File: src/tpkve_pkg.sv
// Package for the TCP payload keyword value extractor.
// Holds frame layout constants, the frame mode type, the result word type
// and the keyword character table. No dependencies.
package tpkve_pkg;

    localparam int MAX_FRAME  = 16383;
    localparam int VALUE_MAX  = 128;

    localparam int POS_W = $clog2(MAX_FRAME + 1);
    localparam int CMP_W = POS_W + 1;
    localparam int LEN_W = $clog2(VALUE_MAX + 1);

    localparam int ETH_HDR_LEN    = 14;
    localparam int ETH_TYPE_HI    = 12;
    localparam int ETH_TYPE_LO    = 13;
    localparam int IP_PROTO_OFS   = 9;
    localparam int TCP_HLEN_OFS   = 12;
    localparam int MIN_HDR_BYTES  = 20;

    localparam logic [7:0] ETH_TYPE_IPV4_HI = 8'h08;
    localparam logic [7:0] ETH_TYPE_IPV4_LO = 8'h00;
    localparam logic [7:0] IP_PROTO_TCP     = 8'd6;
    localparam logic [7:0] CHAR_NUL         = 8'h00;
    localparam logic [7:0] CHAR_RPAREN      = 8'h29;
    localparam logic [7:0] CHAR_SPACE       = 8'h20;

    localparam int KW_LEN = 8;
    localparam int KW_W   = $clog2(KW_LEN + 1);
    localparam int KW_IDX_W = $clog2(KW_LEN);

    typedef enum logic [2:0] {
        MODE_HEADER,
        MODE_SEARCH,
        MODE_SKIP,
        MODE_VALUE,
        MODE_IDLE
    } mode_t;

    typedef struct packed {
        logic [7:0] value_byte;
        logic       byte_valid;
        logic       value_done;
    } result_t;

    // "password"
    function automatic logic [7:0] keyword_char(input logic [KW_IDX_W-1:0] idx);
        logic [7:0] c;
        unique case (idx)
            3'd0:    c = 8'h70;
            3'd1:    c = 8'h61;
            3'd2:    c = 8'h73;
            3'd3:    c = 8'h73;
            3'd4:    c = 8'h77;
            3'd5:    c = 8'h6F;
            3'd6:    c = 8'h72;
            3'd7:    c = 8'h64;
            default: c = 8'h00;
        endcase
        return c;
    endfunction

endpackage

File: src/tcp_payload_keyword_value_extractor.sv
// Top level of the TCP payload keyword value extractor.
// Parses Ethernet/IPv4/TCP headers and emits the value after "password".
// Depends on tpkve_pkg.
//
// Usage:
//   Slave channel s_*: one frame byte per word in s_tdata, s_tlast on the
//   final byte of the frame. Master channel m_*: at most one result word
//   per input word; m_tdata is the value byte, m_tuser[0] is set when it
//   carries a value character, m_tlast marks the end of the value.
//   A frame that is not IPv4/TCP, has a bad header length, or holds no
//   keyword yields no words. A terminator character yields a lone end
//   word with m_tuser[0] low and m_tdata zero.
//   Output: each result is registered in the result register, or in the
//   skid register while the receiver stalls. Throughput: one byte per
//   cycle while s_tready is high; header parsing, keyword matching and
//   value copy are all combinational ahead of the result registers.
//   Stall: a result register plus one skid register absorb a stalled
//   receiver; s_tready drops only while the skid register is full.
//   Reset: aresetn low clears frame parsing state and empties both
//   result registers; the first word after reset starts a new frame.
module tcp_payload_keyword_value_extractor
    import tpkve_pkg::*;
(
    input  logic       aclk,
    input  logic       aresetn,
    input  logic       s_tvalid,
    output logic       s_tready,
    input  logic [7:0] s_tdata,   // [7:0] frame_byte
    input  logic       s_tlast,
    output logic       m_tvalid,
    input  logic       m_tready,
    output logic [7:0] m_tdata,   // [7:0] value_byte
    output logic [0:0] m_tuser,   // [0] byte_valid
    output logic       m_tlast
);

    logic [POS_W-1:0] pos_reg, pos_next;
    mode_t            mode_reg, mode_next;
    logic [7:0]       eth_hi_reg, eth_hi_next;
    logic [5:0]       ip_bytes_reg, ip_bytes_next;
    logic [5:0]       tcp_bytes_reg, tcp_bytes_next;
    logic [KW_W-1:0]  kw_reg, kw_next;
    logic [LEN_W-1:0] len_reg, len_next;

    result_t out_reg, out_next;
    result_t skid_reg, skid_next;
    logic    out_valid_reg, out_valid_next;
    logic    skid_valid_reg, skid_valid_next;

    logic             s_accept;
    logic             pop;
    logic             push;
    result_t          res;
    logic [CMP_W-1:0] pos_ext;
    logic [CMP_W-1:0] tcp_base;
    logic [5:0]       ip_bytes_new;
    logic [5:0]       tcp_bytes_new;
    logic [KW_W-1:0]  kw_new;
    logic [LEN_W-1:0] len_new;

    assign s_tready = !skid_valid_reg;
    assign s_accept = s_tvalid && s_tready;
    assign pop      = out_valid_reg && m_tready;

    assign pos_ext       = CMP_W'(pos_reg);
    assign tcp_base      = CMP_W'(ip_bytes_reg) + CMP_W'(ETH_HDR_LEN);
    assign ip_bytes_new  = {s_tdata[3:0], 2'b00};
    assign tcp_bytes_new = {s_tdata[7:4], 2'b00};
    assign len_new       = len_reg + LEN_W'(1);

    always_comb begin
        if (s_tdata == keyword_char(kw_reg[KW_IDX_W-1:0])) begin
            kw_new = kw_reg + KW_W'(1);
        end else if (s_tdata == keyword_char(KW_IDX_W'(0))) begin
            kw_new = KW_W'(1);
        end else begin
            kw_new = '0;
        end
    end

    always_comb begin
        pos_next       = pos_reg;
        mode_next      = mode_reg;
        eth_hi_next    = eth_hi_reg;
        ip_bytes_next  = ip_bytes_reg;
        tcp_bytes_next = tcp_bytes_reg;
        kw_next        = kw_reg;
        len_next       = len_reg;
        push           = 1'b0;
        res            = '0;

        if (s_accept) begin
            if (pos_reg == POS_W'(MAX_FRAME)) begin
                if (s_tlast && (mode_reg == MODE_SKIP || mode_reg == MODE_VALUE)) begin
                    push           = 1'b1;
                    res.value_done = 1'b1;
                end
            end else begin
                unique case (mode_reg)
                    MODE_HEADER: begin
                        if (pos_reg == POS_W'(ETH_TYPE_HI)) begin
                            eth_hi_next = s_tdata;
                        end else if (pos_reg == POS_W'(ETH_TYPE_LO)) begin
                            if (eth_hi_reg != ETH_TYPE_IPV4_HI ||
                                s_tdata != ETH_TYPE_IPV4_LO) begin
                                mode_next = MODE_IDLE;
                            end
                        end else if (pos_reg == POS_W'(ETH_HDR_LEN)) begin
                            ip_bytes_next = ip_bytes_new;
                            if (ip_bytes_new < 6'(MIN_HDR_BYTES)) begin
                                mode_next = MODE_IDLE;
                            end
                        end else if (pos_reg == POS_W'(ETH_HDR_LEN + IP_PROTO_OFS)) begin
                            if (s_tdata != IP_PROTO_TCP) begin
                                mode_next = MODE_IDLE;
                            end
                        end else if (ip_bytes_reg != 6'd0 &&
                                     pos_ext == tcp_base + CMP_W'(TCP_HLEN_OFS)) begin
                            tcp_bytes_next = tcp_bytes_new;
                            if (tcp_bytes_new < 6'(MIN_HDR_BYTES)) begin
                                mode_next = MODE_IDLE;
                            end
                        end
                        if (mode_next == MODE_HEADER && tcp_bytes_next != 6'd0 &&
                            pos_ext + CMP_W'(1) == tcp_base + CMP_W'(tcp_bytes_next)) begin
                            mode_next = MODE_SEARCH;
                        end
                    end
                    MODE_SEARCH: begin
                        if (s_tdata == CHAR_NUL) begin
                            mode_next = MODE_IDLE;
                        end else begin
                            kw_next = kw_new;
                            if (kw_new >= KW_W'(KW_LEN)) begin
                                mode_next = MODE_SKIP;
                                if (s_tlast) begin
                                    push           = 1'b1;
                                    res.value_done = 1'b1;
                                end
                            end
                        end
                    end
                    MODE_SKIP: begin
                        if (s_tdata == CHAR_NUL || s_tlast) begin
                            push           = 1'b1;
                            res.value_done = 1'b1;
                            mode_next      = MODE_IDLE;
                        end else begin
                            mode_next = MODE_VALUE;
                        end
                    end
                    MODE_VALUE: begin
                        if (s_tdata == CHAR_RPAREN || s_tdata == CHAR_SPACE ||
                            s_tdata == CHAR_NUL) begin
                            push           = 1'b1;
                            res.value_done = 1'b1;
                            mode_next      = MODE_IDLE;
                        end else begin
                            len_next       = len_new;
                            push           = 1'b1;
                            res.value_byte = s_tdata;
                            res.byte_valid = 1'b1;
                            if (len_new >= LEN_W'(VALUE_MAX) || s_tlast) begin
                                res.value_done = 1'b1;
                                mode_next      = MODE_IDLE;
                            end
                        end
                    end
                    MODE_IDLE: begin
                    end
                    default: begin
                        mode_next = MODE_IDLE;
                    end
                endcase
                pos_next = pos_reg + POS_W'(1);
            end

            if (s_tlast) begin
                pos_next       = '0;
                mode_next      = MODE_HEADER;
                eth_hi_next    = '0;
                ip_bytes_next  = '0;
                tcp_bytes_next = '0;
                kw_next        = '0;
                len_next       = '0;
            end
        end
    end

    always_comb begin
        out_next        = out_reg;
        skid_next       = skid_reg;
        out_valid_next  = out_valid_reg;
        skid_valid_next = skid_valid_reg;
        if (skid_valid_reg) begin
            if (pop) begin
                out_next        = skid_reg;
                skid_valid_next = 1'b0;
            end
        end else if (push) begin
            if (!out_valid_reg || pop) begin
                out_next       = res;
                out_valid_next = 1'b1;
            end else begin
                skid_next       = res;
                skid_valid_next = 1'b1;
            end
        end else if (pop) begin
            out_valid_next = 1'b0;
        end
    end

    always_ff @(posedge aclk) begin
        if (!aresetn) begin
            pos_reg        <= '0;
            mode_reg       <= MODE_HEADER;
            eth_hi_reg     <= '0;
            ip_bytes_reg   <= '0;
            tcp_bytes_reg  <= '0;
            kw_reg         <= '0;
            len_reg        <= '0;
            out_valid_reg  <= 1'b0;
            skid_valid_reg <= 1'b0;
        end else begin
            pos_reg        <= pos_next;
            mode_reg       <= mode_next;
            eth_hi_reg     <= eth_hi_next;
            ip_bytes_reg   <= ip_bytes_next;
            tcp_bytes_reg  <= tcp_bytes_next;
            kw_reg         <= kw_next;
            len_reg        <= len_next;
            out_valid_reg  <= out_valid_next;
            skid_valid_reg <= skid_valid_next;
        end
    end

    always_ff @(posedge aclk) begin
        out_reg  <= out_next;
        skid_reg <= skid_next;
    end

    assign m_tvalid   = out_valid_reg;
    assign m_tdata    = out_reg.value_byte;
    assign m_tuser[0] = out_reg.byte_valid;
    assign m_tlast    = out_reg.value_done;

endmodule

File: config.mk
export PLATFORM = sky130hd
export DESIGN_NAME = tcp_payload_keyword_value_extractor
export DESIGN_NICKNAME = d
export VERILOG_FILES = /design/src/tpkve_pkg.sv /design/src/tcp_payload_keyword_value_extractor.sv
export SDC_FILE = /design/constraint.sdc
export NUM_CORES = 1
export LEC_CHECK = 0
export BUFFER_PORTS_ARGS = -buffer_cell sky130_fd_sc_hd__buf_2
export CORE_AREA = 2 2 116 118
export DETAILED_ROUTE_END_ITERATION = 7
export DIE_AREA = 0 0 118 120
export GPL_TIMING_DRIVEN = 0
export SYNTH_ARGS = -nofsm -noshare
export SYNTH_HDL_FRONTEND = slang
export SYNTH_SLANG_ARGS = --single-unit
File: constraint.sdc
create_clock -name aclk -period 5 [get_ports aclk]
set_input_delay 1 -clock aclk [delete_from_list [all_inputs] [get_ports aclk]]
set_output_delay 1 -clock aclk [all_outputs]
set_load 0.1 [all_outputs]
[After elaboration in Yosys (flattened, before gate mapping)]
Memories as Yosys holds them, arrays and structs flattened. A register that Yosys moved wholly into a read port is not among the register bits.
Cells that the tools add are included.
Operators by class
  add/subtract/negate cells: 7
  order comparisons: 4
  equal/unequal tests: 27
  mux-type cells: 83
  bitwise gates (word level): 2
  reductions and logical operators: 39
Operators with widths (count)
  $mux 6: 17
  $mux 3: 22
  $mux 8: 8
  $mux 10: 5
  $eq 14x4->1 const B: 3
  $mux 14: 2
  $mux 9: 3
  $mux 4: 5
  $mux 1: 18
  $eq 8x6->1 const B: 2
  $reduce_bool 2->1: 8
  $add 14x1->15 const B: 1
  $eq 15x8->1: 1
  $pmux 3 s5: 1
  $add 14x1->14 const B: 1
  $eq 14x14->1 const B: 1
  $eq 14x5->1 const B: 1
  $eq 14x8->1: 1
  $lt 6x5->1 const B: 2
  $ne 2x2->1 const B: 6
  $reduce_and 3->1: 4
  $reduce_and 4->1: 3
  $reduce_bool 6->1: 2
  $add 7x4->8 const B: 1
  other kinds (27): 44
Word-level totals
  bits in registers: 71
  memory bits (read-only): 40
  bits of input ports: 13
  output and inout port bits: 12
  logic and storage cells: 178
  memories kept: 1
Memories
  (no name shown): words 8, bits a word 5, read ports 1, clocked after Yosys merged registers in 1, write ports 0, line tpkve_pkg.sv:48  | unique case (idx)

[Depth between registers and ports, before layout]
  depth in word-level cells: 19
  gate-level depth with buffers: 18
  depth with buffers taken out: 17

[Worst setup path after synthesis]
OpenSTA, ideal clock, no wires.
  kind: register to register
  start point: register ip_bytes_reg[2]
  end point: register mode_reg[0]
  setup time: 0.059 ns
  arrival: 4.163 ns
  required time: 4.941 ns
  setup slack: 0.778 ns
  stages on the path, launching flop included: 17
  path buffers: 1
  period minus slack after synthesis: 4.222 ns
  cells stage by stage: dfxtp_1 > buf_2 > inv_1 > ha_1 > xor2_2 > mux2i_1 > or4_1 > a211oi_2 > nand2_2 > mux2i_1 > fa_1 > xnor2_1 > xnor2_1 > o2111ai_1 > or4_1 > nor4_1 > a31o_1
Between the ends
  word-level cells in the longest chain between the ends: 19
  elaborated cells on any way between the ends: 31
  those cells by class: 3 x add/sub; 2 x eq/ne; 20 x mux; 6 x reduce/logical
Ends and longest elaborated chain
  start, declared: line tcp_payload_keyword_value_extractor.sv:40  | logic [5:0] ip_bytes_reg, ip_bytes_next;
  start signal, assigned: line tcp_payload_keyword_value_extractor.sv:228  | ip_bytes_reg <= ip_bytes_next;
  $add 6x4->7: line tcp_payload_keyword_value_extractor.sv:66  | assign tcp_base = CMP_W'(ip_bytes_reg) + CMP_W'(ETH_HDR_LEN);
  $add 7x4->8: line tcp_payload_keyword_value_extractor.sv:118  | pos_ext == tcp_base + CMP_W'(TCP_HLEN_OFS)) begin
  $eq 14x8->1: line tcp_payload_keyword_value_extractor.sv:118
  $logic_and 1x1->1: line tcp_payload_keyword_value_extractor.sv:117  | end else if (ip_bytes_reg != 6'd0 &&
  $mux 6 / $mux 3 (equally long branches): line tcp_payload_keyword_value_extractor.sv:117
  $mux 6 / $mux 3 (equally long branches): line tcp_payload_keyword_value_extractor.sv:113  | end else if (pos_reg == POS_W'(ETH_HDR_LEN + IP_PROTO_OFS)) begin
  $mux 6 / $mux 3 (equally long branches): line tcp_payload_keyword_value_extractor.sv:108  | end else if (pos_reg == POS_W'(ETH_HDR_LEN)) begin
  $mux 6 / $mux 3 (equally long branches): line tcp_payload_keyword_value_extractor.sv:103  | end else if (pos_reg == POS_W'(ETH_TYPE_LO)) begin
  [3 not listed]
  $mux 6 / $mux 3 (equally long branches): line tcp_payload_keyword_value_extractor.sv:92  | if (s_accept) begin
  $add 7x6->8 (tied with other cells): line tcp_payload_keyword_value_extractor.sv:125  | pos_ext + CMP_W'(1) == tcp_base + CMP_W'(tcp_bytes_next)) begin
  $eq 15x8->1 / $logic_and 1x1->1 (equally long branches): line tcp_payload_keyword_value_extractor.sv:125, tcp_payload_keyword_value_extractor.sv:124
  $logic_and 1x1->1: line tcp_payload_keyword_value_extractor.sv:124  | if (mode_next == MODE_HEADER && tcp_bytes_next != 6'd0 &&
  $mux 3 *: line tcp_payload_keyword_value_extractor.sv:124
  $pmux 3 s5 *: line tcp_payload_keyword_value_extractor.sv:99  | unique case (mode_reg)
  $mux 3 *: line tcp_payload_keyword_value_extractor.sv:93  | if (pos_reg == POS_W'(MAX_FRAME)) begin
  $mux 3 *: line tcp_payload_keyword_value_extractor.sv:178  | if (s_tlast) begin
  end signal, assigned: line tcp_payload_keyword_value_extractor.sv:226  | mode_reg <= mode_next;
  end, declared: line tcp_payload_keyword_value_extractor.sv:38  | mode_t mode_reg, mode_next;
Mark *: on every way between the ends. The rest lies on a longest branch, timed or not. The select of a mux whose other input is x is not followed.
A chain may end at the register's enable or synchronous reset.

[Worst setup path after layout]
Ends and elaborated chain as after synthesis.

==> results.md <==
- Clock power share: 0.492
- Place WS: around 0.21 ns
- Setup Viol. Count Final: 0
- Flop pwr share: 0.449
- Clock sinks: 74
- Final period utilization: 0.9522
- Status: finished, final reports clean
- DR pass1 iterations: 4
- Post-route cell area: about 5300 um2
- Die area: roughly 14,000 um2
- Ant. Diodes: 0
- Net count after synthesis: 576
- Slowest stage delay, CP: ~0.59 ns
- Crit Path Class: register to register
- Inserted Clock Buffers: 9
- Number of flip-flops in the largest register: 14
- Fmax: 0.2100 GHz
- Antenna Nets Post-Route: 0
- Post-synth EDFFs: 20
- Worst-case clock buffer depth: 2
- Pin count of the biggest net entering global routing: 16
- Max Slew Vio Count: 0
- Switching pwr: ~340 uW
- Die H: roughly 120 um
- RSZ-0062 raised after global routing: no
- Core Region: 12,980 um2
- GR Util met3: 0.03422
- Gr busiest metal: met2
- Post-CTS setup buffers: 0
- Comb pwr share: 0.059
- Initial Util: 0.3614
- Mux share of post-synthesis cell area: 0.02027
- FF-to-FF path depth: 16
- Crit path max fanout: 9
- Crit end category: register
- Slew headroom: 0.2625
- Clock Root Buffer: clkbuf_16
- Total grt overflow: 0
- MaxCap Viol Count: 0
- Htree depth: 3
- Total GRT Usage: 0.1839
- HPWL Detailed: around 9300 um
- I/O pin cnt: 25
- Drt initial violations: ~310
- Crit-path cells: buf_2 > inv_1 > ha_1 > xor2_2 > mux2i_1 > or4_1 > a211oi_4 > nand2_2 > mux2i_4 > fa_1 > xnor2_1 > xnor2_1 > o2111ai_1 > or4_1 > nor4_1 > a31o_1
- # rows: 42
- XOR/XNOR Fraction of Synth Area: 0.06668
- Buffer and inverter count on the worst path: 2
- Adder-Cell Fraction of Synth Area: 0.03894
- Main combinational cell family by area after synthesis: simple AND/OR/NAND/NOR gates
- DR DRC count: 0
- WP data required: between 5 and 6 ns
- Final min period: about 4.8 ns
- Routed len/inst: approximately 17 um
- Critical path startpoint: ip_bytes_reg[2]
- Worst hold path class: register to register
- Worst path slowest cell: or4_1
- RR Endpoint: mode_reg[0]
- Filler cells: around 1,300
- Finished Layout Cells: 760
- R2R Setup Slk: about 0.24 ns
- Sw frac: 0.2481
- Fraction of final layout cells sized beyond drive strength 1: 0.1250
- Final WS setup: between 0.2 and 0.25 ns
- Vias per cell: about 5.5
- Fin Setup TNS: 0 ns
- M2 GR Usage: 0.3110
- Seq cells post-synth: between 70 and 80
- WP depth: 16
- Asr flop ratio synth: 0
- Post-synth cell types: 78
- Cell Area, Synth: 4691 um2
- # port buffers: 19
- LEAKAGE: approximately 0.002 uW
- Worst-Skew Late Latency: about 0.34 ns
- Avg Inst Size Synth: 8.544 um2
- WHS: 0.4785 ns
- Initial antenna violation count: 0
- CP Launch Type: register
- Commonest register cell after synthesis: dfxtp_1
- Final wirelength: between 10,000 and 15,000 um
- Setup crit end: mode_reg[0]
- Slew @ Worst Pin: about 1.1 ns
- Post-synthesis compound-gate area fraction: 0.1931
- Clk_skew: between 0.004 and 0.005 ns
- Hold Vio Cnt, Final: 0
- Synth Instances: 549
- Final net count: approximately 610
- Internal Power: 1036 uW
- Clock-pin transition on the worst setup and hold timing paths: 0.06 ns
- Yosys warns: 0
- Via count: about 4,200
- Reg-to-reg critical path startpoint: ip_bytes_reg[2]
- M1 GR Usage: 0.2333
- Simple-gate share of the synthesized area: 0.2713
- CTS tree: yes
- Post-synthesis sequential area ratio: 0.3585
- CP delay by family, top: simple AND/OR/NAND/NOR gates
- Vias in the first global route: slightly above 4,000
- Pwr per Cell Area: ~260 nW/um2
- Placed cell areas: about 5000 um2
- Inst Count DP: 744
- First-pass GRT wire length: ~21,000 um
- Final GP Congestion: ~0.87
- Worst vdd rail ir drop: 0.0001418 V
- Area grow syn2layout: 13.98%
- Die width: around 120 um
- Crit path DAT: approximately 5 ns
## layout make-up
type / instances / area, um2 / area share
multi-input cells: 422 / 2800 / 0.5238
flip-flops and latches: 74 / 1682 / 0.3145
clock buffers: 9 / 225.2 / 0.04212
well taps: 176 / 220.2 / 0.04119
plain buffers: 33 / 165.2 / 0.03089
repair buffers: 19 / 95.09 / 0.01779
clock inverters: 7 / 83.83 / 0.01568
inverters: 20 / 75.07 / 0.01404
## synth_stat cells (all sizes together) (8+ instances only)
cell type	instances	area share
a21boi	9	0.014
a21o	9	0.014
a21oi	27	0.030
a22oi	8	0.013
and2	21	0.028
buf	14	0.020
clkbuf	19	0.015
dfxtp	54	0.23
edfxtp	20	0.13
ha	13	0.035
inv	18	0.014
nand2	45	0.037
nand3	20	0.021
nand3b	11	0.018
nand4	12	0.016
nor2	49	0.039
nor2b	12	0.016
nor3	14	0.015
nor4	8	0.013
o21ai	28	0.030
or3	8	0.011
or4	8	0.013
xnor2	19	0.037
xor2	15	0.030
## worst reg2reg max path: cells and delay by family, from the launching register on
family	cells	cell delay, ns
compound gates	3	0.57
xor+xnor	3	0.47
fa+ha+maj	2	0.94
buf+inv	2	0.33
flops	1	0.40
mux	2	0.38
simple gates	4	1.62
## worst min-delay path by stage
stage                      from               end  slack (ns)  depth (start not counted)
6_report          eth_hi_reg[0]     eth_hi_reg[0]        0.48                          2
5_1_grt           eth_hi_reg[3]     eth_hi_reg[3]        0.50                          2
4_1_cts           eth_hi_reg[0]     eth_hi_reg[0]        0.47                          2
3_5_place_dp   tcp_bytes_reg[0]  tcp_bytes_reg[0]        0.46                          2
3_3_place_gp      eth_hi_reg[3]     eth_hi_reg[3]        0.46                          2
2_1_floorplan  tcp_bytes_reg[0]  tcp_bytes_reg[0]        0.42                          2
## power by group through the flow
stage / clock network [uW] / logic [uW] / registers [uW]
4_1_cts: 693 / 81.0 / 618
5_1_grt: 718 / 88.7 / 619
3_5_place_dp: 0 / 80.4 / 632
2_1_floorplan: 0 / 51.2 / 631
3_3_place_gp: 0 / 79.0 / 632
6_report: 678 / 81.7 / 618
## cell families (layout without fill, tap and decap cells)
logic type | after synthesis | count (layout)
simple gates | 236 | 236
compound gates | 130 | 130
flops | 74 | 74
buf+inv | 53 | 88
xor+xnor | 34 | 34
fa+ha+maj | 14 | 14
mux | 8 | 8
## through the flow
stage          power [uW]    util
6_report             1378  0.4119
5_1_grt              1425  0.4119
3_5_place_dp        712.0  0.3857
2_1_floorplan       682.2       -
4_1_cts              1392  0.4095
3_3_place_gp        710.5  0.3857
## layout by cell type (no fill, tap or decap), types with 14 or more instances in the layout
cell	n
edfxtp_1	20
nand3_1	20
o21ai_0	27
nor2_1	49
and2_1	21
buf_2	28
nand2_1	44
dfxtp_1	54
xor2_1	14
xnor2_1	18
inv_1	18
a21oi_1	26
clkbuf_1	19
## routing by layer
layer / vias up / routed length [um]
li1: 2063 / -
met1: 2014 / 5808
met2: 110 / 6036
met3: 25 / 462
met4: 0 / 277
met5: - / 0
## what timing repair did
action | 4_1_cts | 5_1_grt
hold buffers | 0 | 0
gates resized for setup | 0 | 4
endpoints found under the setup margin | 0 | 1
hold endpoints to repair | 0 | 0
Note: power is estimated with default switching activity, not from simulation.
